<file path="config.mk">
export PLATFORM = sky130hd
export DESIGN_NAME = epoch_seconds_to_calendar
export DESIGN_NICKNAME = d
export VERILOG_FILES = /design/src/esc_pkg.sv /design/src/esc_div.sv /design/src/epoch_seconds_to_calendar.sv
export SDC_FILE = /design/constraint.sdc
export NUM_CORES = 2
export LEC_CHECK = 0
export ABC_CLOCK_PERIOD_IN_PS = 12600
export CAP_MARGIN = 5
export CELL_PAD_IN_SITES_DETAIL_PLACEMENT = 2
export CELL_PAD_IN_SITES_GLOBAL_PLACEMENT = 2
export CORE_MARGIN = 2
export CORE_UTILIZATION = 30
export CTS_BUF_LIST = sky130_fd_sc_hd__clkbuf_16
export CTS_CLUSTER_SIZE = 20
export DETAILED_ROUTE_END_ITERATION = 16
export DONT_BUFFER_PORTS = 1
export GPL_ROUTABILITY_DRIVEN = 0
export HOLD_SLACK_MARGIN = 0.05
export PLACE_DENSITY_LB_ADDON = 0.1
export SETUP_SLACK_MARGIN = 0.15
export SYNTH_ARGS = -nofsm -noshare
export SYNTH_HDL_FRONTEND = slang
export SYNTH_HIERARCHICAL = 1
export SYNTH_SLANG_ARGS = --single-unit
</file>
<file path="constraint.sdc">
create_clock -name clk_i -period 12.6 [get_ports clk_i]
set_input_delay 0.63 -clock clk_i [delete_from_list [all_inputs] [get_ports clk_i]]
set_output_delay 0.63 -clock clk_i [all_outputs]
set_load 0.005 [all_outputs]
</file>
<file path="src/esc_pkg.sv">
// ----------------------------------------------------------------------------
// esc_pkg: epoch seconds to calendar package
// Widths, calendar constants, divider control types and date helpers.
// ----------------------------------------------------------------------------
package esc_pkg;

  localparam int unsigned SecsW   = 32;
  localparam int unsigned ProdW   = 2 * SecsW;
  localparam int unsigned DivRemW = 17;
  localparam int unsigned DaysW   = 17;
  localparam int unsigned DoyW    = 9;
  localparam int unsigned YearW   = 8;
  localparam int unsigned MonW    = 4;

  localparam logic [DivRemW-1:0] SecsPerDay  = DivRemW'(86400);
  localparam logic [DivRemW-1:0] SecsPerHour = DivRemW'(3600);
  localparam logic [DivRemW-1:0] SecsPerMin  = DivRemW'(60);
  localparam logic [DivRemW-1:0] DaysPerYear = DivRemW'(365);
  localparam logic [DivRemW-1:0] DaysPerWeek = DivRemW'(7);
  localparam logic [DaysW-1:0]   Days1900To1970 = DaysW'((70 * 365) + 17);

  // reciprocals scaled by 2^32, rounded down, one per divisor
  localparam logic [SecsW-1:0] RecipDay  = SecsW'(64'h1_0000_0000 / 64'd86400);
  localparam logic [SecsW-1:0] RecipHour = SecsW'(64'h1_0000_0000 / 64'd3600);
  localparam logic [SecsW-1:0] RecipMin  = SecsW'(64'h1_0000_0000 / 64'd60);
  localparam logic [SecsW-1:0] RecipYear = SecsW'(64'h1_0000_0000 / 64'd365);
  localparam logic [SecsW-1:0] RecipWeek = SecsW'(64'h1_0000_0000 / 64'd7);

  localparam logic [MonW-1:0] LastMonth = MonW'(11);

  // divider control
  typedef struct packed {
    logic               start;
    logic [SecsW-1:0]   recip;
    logic [DivRemW-1:0] divisor;
  } div_req_t;

  typedef struct packed {
    logic done;
  } div_rsp_t;

  // leap year, y counted from 1900
  function automatic logic is_leap(input logic [YearW-1:0] y);
    return (y[1:0] == 2'b00) && (y != YearW'(0)) && (y != YearW'(200));
  endfunction

  // days from 1900-01-01 to january 1 of year 1900 + y
  function automatic logic [DaysW-1:0] days_before_year(input logic [YearW-1:0] y);
    logic [DaysW-1:0]  d;
    logic [YearW-1:0]  ym1;
    ym1 = y - YearW'(1);
    d   = DaysW'(y) * DaysPerYear;
    d   = d + DaysW'(ym1 >> 2);
    if (y > YearW'(200)) begin
      d = d - DaysW'(1);
    end
    if (y == YearW'(0)) begin
      d = '0;
    end
    return d;
  endfunction

  // cumulative days before month m (0 = january)
  function automatic logic [DoyW-1:0] cum_days(input logic leap, input logic [MonW-1:0] m);
    logic [DoyW-1:0] c;
    unique case (m)
      4'd0:    c = DoyW'(0);
      4'd1:    c = DoyW'(31);
      4'd2:    c = DoyW'(59);
      4'd3:    c = DoyW'(90);
      4'd4:    c = DoyW'(120);
      4'd5:    c = DoyW'(151);
      4'd6:    c = DoyW'(181);
      4'd7:    c = DoyW'(212);
      4'd8:    c = DoyW'(243);
      4'd9:    c = DoyW'(273);
      4'd10:   c = DoyW'(304);
      4'd11:   c = DoyW'(334);
      default: c = DoyW'(0);
    endcase
    if (leap && (m >= MonW'(2))) begin
      c = c + DoyW'(1);
    end
    return c;
  endfunction

endpackage

</file>
<file path="src/esc_div.sv">
// ----------------------------------------------------------------------------
// esc_div: shared divide-by-constant unit
// One multiplier estimates the quotient from a scaled reciprocal, multiplies
// the estimate back by the divisor, and one compare and subtract corrects it;
// quotient, remainder and a done pulse follow the estimate, back and fix phases.
// ----------------------------------------------------------------------------
module esc_div (
  input  logic                             clk_i,
  input  logic                             rst_ni,
  input  esc_pkg::div_req_t                req_i,
  input  logic [esc_pkg::SecsW-1:0]        dividend_i,
  output esc_pkg::div_rsp_t                rsp_o,
  output logic [esc_pkg::SecsW-1:0]        quot_o,
  output logic [esc_pkg::DivRemW-1:0]      rem_o
);
  import esc_pkg::*;

  typedef enum logic [1:0] {
    PH_IDLE,
    PH_EST,
    PH_BACK,
    PH_FIX
  } phase_e;

  phase_e             phase_q;
  logic               done_q;
  logic [SecsW-1:0]   dvd_q;
  logic [SecsW-1:0]   recip_q;
  logic [DivRemW-1:0] dsr_q;
  logic [SecsW-1:0]   quot_q;
  logic [SecsW-1:0]   diff_q;
  logic [DivRemW-1:0] rem_q;

  logic [SecsW-1:0]   mul_a;
  logic [SecsW-1:0]   mul_b;
  logic [ProdW-1:0]   prod;
  logic               over;

  // shared multiplier: reciprocal estimate first, then estimate times divisor
  assign mul_a = (phase_q == PH_EST) ? dvd_q : quot_q;
  assign mul_b = (phase_q == PH_EST) ? recip_q : SecsW'(dsr_q);
  assign prod  = ProdW'(mul_a) * ProdW'(mul_b);

  // the estimate is low by at most one
  assign over = diff_q >= SecsW'(dsr_q);

  // operand and result registers
  always_ff @(posedge clk_i) begin
    if (req_i.start) begin
      dvd_q   <= dividend_i;
      recip_q <= req_i.recip;
      dsr_q   <= req_i.divisor;
    end else begin
      unique case (phase_q)
        PH_IDLE: begin
        end
        PH_EST: begin
          quot_q <= prod[ProdW-1:SecsW];
        end
        PH_BACK: begin
          diff_q <= dvd_q - prod[SecsW-1:0];
        end
        PH_FIX: begin
          if (over) begin
            quot_q <= quot_q + SecsW'(1);
            rem_q  <= DivRemW'(diff_q - SecsW'(dsr_q));
          end else begin
            rem_q  <= DivRemW'(diff_q);
          end
        end
      endcase
    end
  end

  // phase control
  always_ff @(posedge clk_i or negedge rst_ni) begin
    if (!rst_ni) begin
      phase_q <= PH_IDLE;
      done_q  <= 1'b0;
    end else begin
      done_q <= (phase_q == PH_FIX);
      unique case (phase_q)
        PH_IDLE: begin
          if (req_i.start) begin
            phase_q <= PH_EST;
          end
        end
        PH_EST:  phase_q <= PH_BACK;
        PH_BACK: phase_q <= PH_FIX;
        PH_FIX:  phase_q <= PH_IDLE;
      endcase
    end
  end

  assign rsp_o.done = done_q;
  assign quot_o     = quot_q;
  assign rem_o      = rem_q;

endmodule

</file>
<file path="src/epoch_seconds_to_calendar.sv">
// ----------------------------------------------------------------------------
// epoch_seconds_to_calendar: unix seconds to broken-down calendar time
// One request at a time: five divisions by constants share one multiplier,
// then a year step-back and a month search; the next request is taken
// only once the result register has accepted the current result, so a
// result stall can hold it.
// Result register lets the next request start while a result waits.
// Asynchronous active-low reset returns the sequencer to idle, no result.
// ----------------------------------------------------------------------------
module epoch_seconds_to_calendar (
  input  logic                          clk_i,
  input  logic                          rst_ni,
  input  logic                          in_valid_i,
  output logic                          in_stall_o,
  input  logic [esc_pkg::SecsW-1:0]     epoch_seconds_i,
  output logic                          out_valid_o,
  input  logic                          out_stall_i,
  output logic [esc_pkg::YearW-1:0]     year_since_1900_o,
  output logic [esc_pkg::MonW-1:0]      month_o,
  output logic [4:0]                    day_of_month_o,
  output logic [2:0]                    weekday_o,
  output logic [4:0]                    hour_o,
  output logic [5:0]                    minute_o,
  output logic [5:0]                    second_o
);
  import esc_pkg::*;

  typedef enum logic [3:0] {
    ST_IDLE,
    ST_DIV_DAY,
    ST_DIV_HOUR,
    ST_DIV_MIN,
    ST_DIV_YEAR,
    ST_DIV_WEEK,
    ST_YEAR_FIX,
    ST_MON_SRCH,
    ST_FINISH
  } state_e;

  state_e             state_q;
  div_req_t           div_req_q;
  logic [SecsW-1:0]   div_a_q;
  div_rsp_t           div_rsp;
  logic [SecsW-1:0]   div_quot;
  logic [DivRemW-1:0] div_rem;

  logic [DaysW-1:0]   days_q;
  logic [YearW-1:0]   year_q;
  logic [DoyW-1:0]    doy_q;
  logic [MonW-1:0]    mon_q;
  logic [4:0]         hour_q;
  logic [5:0]         minute_q;
  logic [5:0]         second_q;
  logic [2:0]         weekday_q;
  logic [4:0]         dom_d;

  logic               out_valid_q;
  logic [YearW-1:0]   out_year_q;
  logic [MonW-1:0]    out_mon_q;
  logic [4:0]         out_dom_q;
  logic [2:0]         out_wday_q;
  logic [4:0]         out_hour_q;
  logic [5:0]         out_min_q;
  logic [5:0]         out_sec_q;

  logic [DaysW-1:0]   dby;
  logic [DoyW-1:0]    tab;
  logic               out_free;

  // shared divider
  esc_div u_esc_div (
    .clk_i      (clk_i),
    .rst_ni     (rst_ni),
    .req_i      (div_req_q),
    .dividend_i (div_a_q),
    .rsp_o      (div_rsp),
    .quot_o     (div_quot),
    .rem_o      (div_rem)
  );

  // year start and month table for the current candidates
  assign dby      = days_before_year(year_q);
  assign tab      = cum_days(is_leap(year_q), mon_q);
  assign dom_d    = 5'(doy_q - tab + DoyW'(1));
  assign out_free = !out_valid_q || !out_stall_i;

  assign in_stall_o = (state_q != ST_IDLE);

  // sequencer, working registers and result register
  always_ff @(posedge clk_i or negedge rst_ni) begin
    if (!rst_ni) begin
      state_q     <= ST_IDLE;
      div_req_q   <= '0;
      out_valid_q <= 1'b0;
    end else begin
      // result handshake
      if ((state_q == ST_FINISH) && out_free) begin
        out_valid_q <= 1'b1;
      end else if (!out_stall_i) begin
        out_valid_q <= 1'b0;
      end
      unique case (state_q)
        ST_IDLE: begin
          if (in_valid_i) begin
            div_a_q   <= epoch_seconds_i;
            div_req_q <= '{start: 1'b1, recip: RecipDay, divisor: SecsPerDay};
            state_q   <= ST_DIV_DAY;
          end
        end
        ST_DIV_DAY: begin
          if (div_rsp.done) begin
            days_q    <= Days1900To1970 + div_quot[DaysW-1:0];
            div_a_q   <= SecsW'(div_rem);
            div_req_q <= '{start: 1'b1, recip: RecipHour, divisor: SecsPerHour};
            state_q   <= ST_DIV_HOUR;
          end else begin
            div_req_q.start <= 1'b0;
          end
        end
        ST_DIV_HOUR: begin
          if (div_rsp.done) begin
            hour_q    <= div_quot[4:0];
            div_a_q   <= SecsW'(div_rem);
            div_req_q <= '{start: 1'b1, recip: RecipMin, divisor: SecsPerMin};
            state_q   <= ST_DIV_MIN;
          end else begin
            div_req_q.start <= 1'b0;
          end
        end
        ST_DIV_MIN: begin
          if (div_rsp.done) begin
            minute_q  <= div_quot[5:0];
            second_q  <= div_rem[5:0];
            div_a_q   <= SecsW'(days_q);
            div_req_q <= '{start: 1'b1, recip: RecipYear, divisor: DaysPerYear};
            state_q   <= ST_DIV_YEAR;
          end else begin
            div_req_q.start <= 1'b0;
          end
        end
        ST_DIV_YEAR: begin
          if (div_rsp.done) begin
            year_q    <= div_quot[YearW-1:0];
            // 1900-01-01 was a monday
            div_a_q   <= SecsW'(days_q) + SecsW'(1);
            div_req_q <= '{start: 1'b1, recip: RecipWeek, divisor: DaysPerWeek};
            state_q   <= ST_DIV_WEEK;
          end else begin
            div_req_q.start <= 1'b0;
          end
        end
        ST_DIV_WEEK: begin
          if (div_rsp.done) begin
            weekday_q <= div_rem[2:0];
            state_q   <= ST_YEAR_FIX;
          end else begin
            div_req_q.start <= 1'b0;
          end
        end
        ST_YEAR_FIX: begin
          // step the estimate back until the year starts on or before the day
          if ((year_q != '0) && (days_q < dby)) begin
            year_q <= year_q - YearW'(1);
          end else begin
            doy_q   <= DoyW'(days_q - dby);
            mon_q   <= LastMonth;
            state_q <= ST_MON_SRCH;
          end
        end
        ST_MON_SRCH: begin
          if ((mon_q != '0) && (doy_q < tab)) begin
            mon_q <= mon_q - MonW'(1);
          end else begin
            state_q <= ST_FINISH;
          end
        end
        ST_FINISH: begin
          if (out_free) begin
            out_year_q  <= year_q;
            out_mon_q   <= mon_q + MonW'(1);
            out_dom_q   <= dom_d;
            out_wday_q  <= weekday_q;
            out_hour_q  <= hour_q;
            out_min_q   <= minute_q;
            out_sec_q   <= second_q;
            state_q     <= ST_IDLE;
          end
        end
        default: state_q <= ST_IDLE;
      endcase
    end
  end

  assign out_valid_o       = out_valid_q;
  assign year_since_1900_o = out_year_q;
  assign month_o           = out_mon_q;
  assign day_of_month_o    = out_dom_q;
  assign weekday_o         = out_wday_q;
  assign hour_o            = out_hour_q;
  assign minute_o          = out_min_q;
  assign second_o          = out_sec_q;

endmodule

</file>
======== Word level (Yosys, flattened, before mapping) ========
Memory sizes are Yosys's and may differ from the RTL's. A register that Yosys moved wholly into a read port is not among the register bits.
Index checks and enable logic that the tools add are counted.
storage, ports and cells
  output and inout port bits .............. 39
  bits in read-only memories .............. 144
  memory bits (writable) .................. 0
  word-level logic and storage cells ...... 163
  latch bits .............................. 0
  memories kept ........................... 1
  register bits after elaboration ......... 347
operators by class
  add/sub/neg operators ................... 14
  multiply operators ...................... 2
  reductions and logical operators ........ 39
  shift operators ......................... 0
  div/mod/pow operators ................... 0
  mux-type cells .......................... 43
  bitwise logic cells ..................... 2
  equal/unequal tests ..................... 28
  order comparisons ....................... 5
memory list
  name             depth  bits a word  read ports  clocked after Yosys merged registers in  write ports  RTL line       source
  (no name shown)  16     9            1           1                                        0            esc_pkg.sv:66  unique case (m)
operators with widths
  operator                count
  $pmux 49 s5             1
  $mux 32                 7
  $mux 49                 4
  $pmux 32 s4             1
  $mul 32x32->64          1
  $pmux 32 s2             1
  $mux 17                 3
  $mux 50                 1
  $mux 4                  12
  $pmux 4 s9              1
  $add 32x1->32 const B   1
  $ge 32x17->1            1
  $sub 32x32->32          1
  $reduce_and 3->1        8
  $add 17x1->18 const B   1
  $add 15x17->17 const A  1
  $add 17x6->17           1
  $lt 17x17->1            1
  $mul 8x9->17 const B    1
  $sub 17x1->17 const B   1
  $sub 17x17->17          1
  $eq 4x3->1 const B      4
  $mux 8                  2
  $ne 2x1->1 const B      8
  other kinds (42)        69

======== Logic depth before layout (Yosys ltp) ========
  word-level depth ........................ 10
  depth in mapped cells ................... 40
  depth with buffers taken out ............ 37

======== Cells and area by module ========
Netlist, hierarchy kept.
modules (own cells, without submodules)
  module                     cells each  area each (um^2)  sequential area each (um^2)  times used
  esc_div                    4577        41960.2           4939.7                       1
  epoch_seconds_to_calendar  925         10204.8           4594.4                       1

======== Worst setup path before layout ========
Ideal clock, no wire load.
  path kind ............................... register -> register
  from .................................... register u_esc_div.phase_q[1]
  to ...................................... register u_esc_div.diff_q[25] (data pin)
  path buffers ............................ 3
  setup time .............................. 0.162 ns
  cell stages (with the launch flop) ...... 35
  slack ................................... 3.613 ns
  arrival time ............................ 8.825 ns
  period minus slack after synthesis ...... 8.987 ns
  path through ............................ dfrtp_1 > inv_1 > ha_1 > buf_1 > clkbuf_1 > mux2i_1 > clkbuf_1 > nor2_1 > fa_1 > fa_1 > fa_1 > inv_1 > fa_1 > inv_1 > fa_1 > inv_1 > fa_1 > inv_1 > fa_1 > inv_1 > fa_1 > inv_1 > ha_1 > and2_1 > a31oi_1 > o21ai_0 > xnor2_1 > ha_1 > and3_1 > nand2_1 > nor2_1 > a211oi_1 > a21boi_0 > or4b_1 > o2111ai_1
on the way
  longest elaborated chain between the ends .. 4
RTL lines
  what                        RTL line                      source
  from (decl)                 esc_div.sv:25                 phase_e phase_q;
  from (signal assigned)      esc_div.sv:78                 phase_q <= PH_IDLE;
  from (signal assigned)      esc_div.sv:85                 phase_q <= PH_EST;
  from (signal assigned)      esc_div.sv:88                 PH_EST: phase_q <= PH_BACK;
  $eq 2x1->1 *                esc_div.sv:40, esc_div.sv:41
  $mux 32 (on tied branches)  esc_div.sv:40, esc_div.sv:41
  $mul 32x32->64 *            esc_div.sv:42                 assign prod = ProdW'(mul_a) * ProdW'(mul_b);
  $sub 32x32->32 *            esc_div.sv:61                 diff_q <= dvd_q - prod[SecsW-1:0];
  to (signal assigned)        esc_div.sv:61
  to (decl)                   esc_div.sv:31                 logic [SecsW-1:0] diff_q;
Mark *: on every way between the ends. The rest lies on a longest branch, timed or not.
A chain may end at the register's enable or synchronous reset.

======== Worst setup path in the final report ========
  from .................................... register u_esc_div.phase_q[1]
  to ...................................... register u_esc_div.quot_q[29] (netlist: u_esc_div/quot_o[29]) (data pin)
on the way
  longest elaborated chain between the ends .. 4
RTL lines
  what                        RTL line                                     source
  $eq 2x1->1                  esc_div.sv:40, esc_div.sv:41, esc_div.sv:54
  $mux 32 (on tied branches)  esc_div.sv:40, esc_div.sv:41
  $mul 32x32->64              esc_div.sv:42
  $pmux 32 s2 *               esc_div.sv:54                                unique case (phase_q)
  to (signal assigned)        esc_div.sv:58                                quot_q <= prod[ProdW-1:SecsW];
  to (signal assigned)        esc_div.sv:65                                quot_q <= quot_q + SecsW'(1);
  to (decl)                   esc_div.sv:30                                logic [SecsW-1:0] quot_q;
Marks and branches as above.

==> impl_metrics.py <==
metrics = {
    "run_status": {
        "result_of_the_run": "finished clean",
    },
    "flow_run": {
        "max_cap_violations": 0,
    },
    "timing": {
        "setup_viol_count_final": 0,
        "final_hold_violations": 0,
        "rsz_0062_raised_after_global_routing": "false",
        "finalCritPeriodShare": 0.920,
        "setup_total_negative_slack_ns": 0,
        "worstMarginPinSlew_ns": 1.27,
        "timing.fmax_mhz": 86.3,
        "min_period_ns": 11.59,
        "hold_slack_ns": 0.259,
        "report.final.slew_viol_count": 0,
        "clock_tree_skew_after_final_layout_ns": 0.0145,
        "timing.slew.headroom": 0.150,
    },
    "critical_path": {
        "reg2reg_setup_slack_ns": 1.01,
        "timing.setup.critical_path_class": "reg -> reg",
        "cp-start-kind": "register",
        "worst_r2r_endpoint": "u_esc_div/quot_o[29]",
        "slowest_delay_ns": 0.83,
        "timing.rr.start": "u_esc_div/phase_q[1]",
        "end_kind": "register",
        "arrival_ns": 11.99,
        "critical_path_buf_inv_count": 6,
        "worstPathMaxFanout": 69,
        "worst_path_dominant_cell_family": "adder cells",
        "critical-path-slowest-cell": "ha_4",
        "cpMostUsedCell": "fa_1",
        "critical_path_required_ns": 13.00,
        "worst-r2r-cell-count": 26,
    },
    "yosys": {
        "synth.distinct_cells": 113,
        "synth_top_cells_by_area": "fa_1, edfxtp_1, ha_1",
        "netlist.top_cell.by_area": "fa_1",
        "async_set_reset_flop_share_out_of_synthesis": 0.0831,
        "synthCells": 5502,
        "synthesis.area_um2": 52200,
        "synthesis.yosys.warnings": 6,
        "synth_flop_cell": "edfxtp_1",
        "avgSynthCellArea_um2": 9.48,
        "synth_largest_type_area_fraction": 0.355,
        "ys_ff_latch": 325,
        "synth-seq-area-share": 0.183,
        "synth_enable_flop_cells": 289,
    },
    "route": {
        "routed-via-count": 40100,
        "dr.pass1.iters": 7,
        "postRouteWirelength_um": 231000,
        "post_drt_wl_per_cell_um": 29.6,
        "route.detailed.drc": 0,
        "detailedRoute.firstIterationViolations": 2525,
        "final_antenna_net_count": 0,
        "routed_via_density": 5.14,
    },
    "global_route": {
        "grt_pass1_wl_um": 336000,
        "globalRouteMet2Util": 0.438,
        "grt.met3_usage": 0.0240,
        "global_routing_met1_resource_utilization": 0.359,
        "grt_overflow": 0,
        "initial_antenna_violation_count": 19,
        "grt-busiest-layer": "met2",
        "groute.usage.overall": 0.262,
        "grt_max_degree": 70,
        "vias_in_the_first_global_route": 45500,
    },
    "final_layout": {
        "finish.net_count": 6828,
        "syn2layout_area_growth_pct": 8.64,
        "layout_common_cells": "inv_1, fa_1, nand2_1",
        "drive_gt1_frac": 0.0642,
        "mostFrequentLayoutCell": "inv_1",
        "final.fill_count": 19200,
    },
    "clock_tree": {
        "ctsRootBufferMaster": "clkbuf_16",
        "cts-buffers-inserted": 39,
        "max-clock-path-buffers": 3,
        "cts_tree": "built",
        "h-tree-depth": 2,
        "clkSinkCount": 325,
        "insertion_delay_ns": 0.58,
        "clock_transition_at_path_regs_ns": 0.06,
    },
    "die": {
        "num_io_pins": 75,
        "initial_standard_cell_utilization_of_the_core": 0.301,
        "dieHeight_um": 421,
        "std_cell_rows": 153,
        "die-area_um2": 177000,
        "design.core.area_um2": 173000,
        "die_width_um": 421,
    },
    "min_path": {
        "min_path_type": "in -> reg",
        "timing.hold.worst.start": "epoch_seconds_i[21]",
        "hold_path_end": "div_a_q[21]",
        "hold_path_depth": 1,
    },
    "place": {
        "place_hpwl_um": 187000,
        "numPortBuffers": 0,
    },
}
## routing by layer
metal | wire [µm] | vias to the layer above
met5 | 16 | -
met4 | 8380 | 2
met3 | 9820 | 247
met2 | 110000 | 997
met1 | 103000 | 21600
li1 | - | 17200
## per-stage QoR
step                      cell area, µm²  instances   util  worst slack, ns
final                              56700       7806  0.327             1.01
after global placement             55300       7730  0.319             1.30
after CTS                          56700       7804  0.327             1.34
after global routing               56700       7804  0.327            0.925
after floorplan                    52200       5510      -             3.61
after detailed placement           55400       7732  0.320             1.41
## layout make-up
class | instances | area [µm²] | share of cell area
Antenna cell | 2 | 5.00 | 0.0000883
Clock buffer | 39 | 976 | 0.0172
Clock inverter | 31 | 303 | 0.00534
Inverter | 1029 | 3860 | 0.0682
Multi-Input combinational cell | 3920 | 38000 | 0.671
Sequential cell | 325 | 9540 | 0.168
Tap cell | 2325 | 2910 | 0.0513
Timing Repair Buffer | 135 | 1040 | 0.0184
## synthesized netlist by cell type, drive strengths merged (27+ instances only)
cell and instances:
a21o 56, a21oi 154, and2 47, and3 117, buf 31, clkbuf 205, dfrtp 27, edfxtp 289
fa 926, ha 416, inv 1029, mux2 53, mux2i 37, nand2 817, nand3 90, nand4 31
nor2 438, nor2b 27, nor3 48, o21a 36, o21ai 154, xnor2 115, xor2 72
## registers in the layout, indices dropped and copies added, names as in the netlist, 5 cells and up, named ones only
register and flops:
div_a_q 32, u_esc_div/diff_q 32, u_esc_div/dvd_q 32, u_esc_div/quot_o 32, u_esc_div/recip_q 32, div_req_q 19, days_q 17, u_esc_div/dsr_q 17
u_esc_div/rem_o 17, doy_q 9, year_q 8, year_since_1900_o 8, minute_o 6, minute_q 6, second_o 6, second_q 6
day_of_month_o 5, hour_o 5, hour_q 5
## worst max path at each step
stage	from	endpoint	slack [ns]	depth (start not counted)
after detailed placement	u_esc_div/phase_q[1]	u_esc_div/quot_o[29]	1.41	26
after global placement	u_esc_div/phase_q[1]	u_esc_div/diff_q[31]	1.30	34
after floorplan	u_esc_div/phase_q[1]	u_esc_div/diff_q[25]	3.61	34
final	u_esc_div/phase_q[1]	u_esc_div/quot_o[29]	1.01	26
after global routing	u_esc_div/phase_q[1]	u_esc_div/diff_q[31]	0.93	30
after CTS	u_esc_div/phase_q[1]	u_esc_div/quot_o[29]	1.34	26
## worst reg2reg max path: stages (launching register included)
cell and delay (ns):
dfrtp_1 0.42, inv_1 0.21, ha_4 0.83, nand2_1 0.25
o21a_1 0.63, buf_4 0.43, nor2_1 0.37, fa_1 0.52
fa_1 0.54, fa_1 0.55, inv_1 0.06, fa_1 0.50
fa_1 0.52, fa_1 0.51, inv_1 0.07, fa_1 0.51
inv_1 0.06, fa_1 0.48, inv_1 0.04, ha_1 0.80
nand2_1 0.37, nor3_1 0.68, o21ai_1 0.44, a21oi_1 0.74
o21ai_0 0.40, and4_1 0.31, o31ai_1 0.19
## timing repair
item / 4_1_cts / 5_1_grt
hold buffers: 2 / 0
endpoints found under the hold margin: 27 / 0
buffers inserted: 0 / 0
gates resized for setup: 0 / 0
## kinds of logic after synthesis
kind of cell	synth area share
simple gates	0.144
fa+ha+maj	0.455
buf+inv	0.0922
compound gates	0.0760
flops	0.183
xor+xnor	0.0314
mux	0.0189
other cells	0.0000719
Power is not shown: default switching activity piles up to over one toggle a cycle in this logic, so the estimate is an artifact.
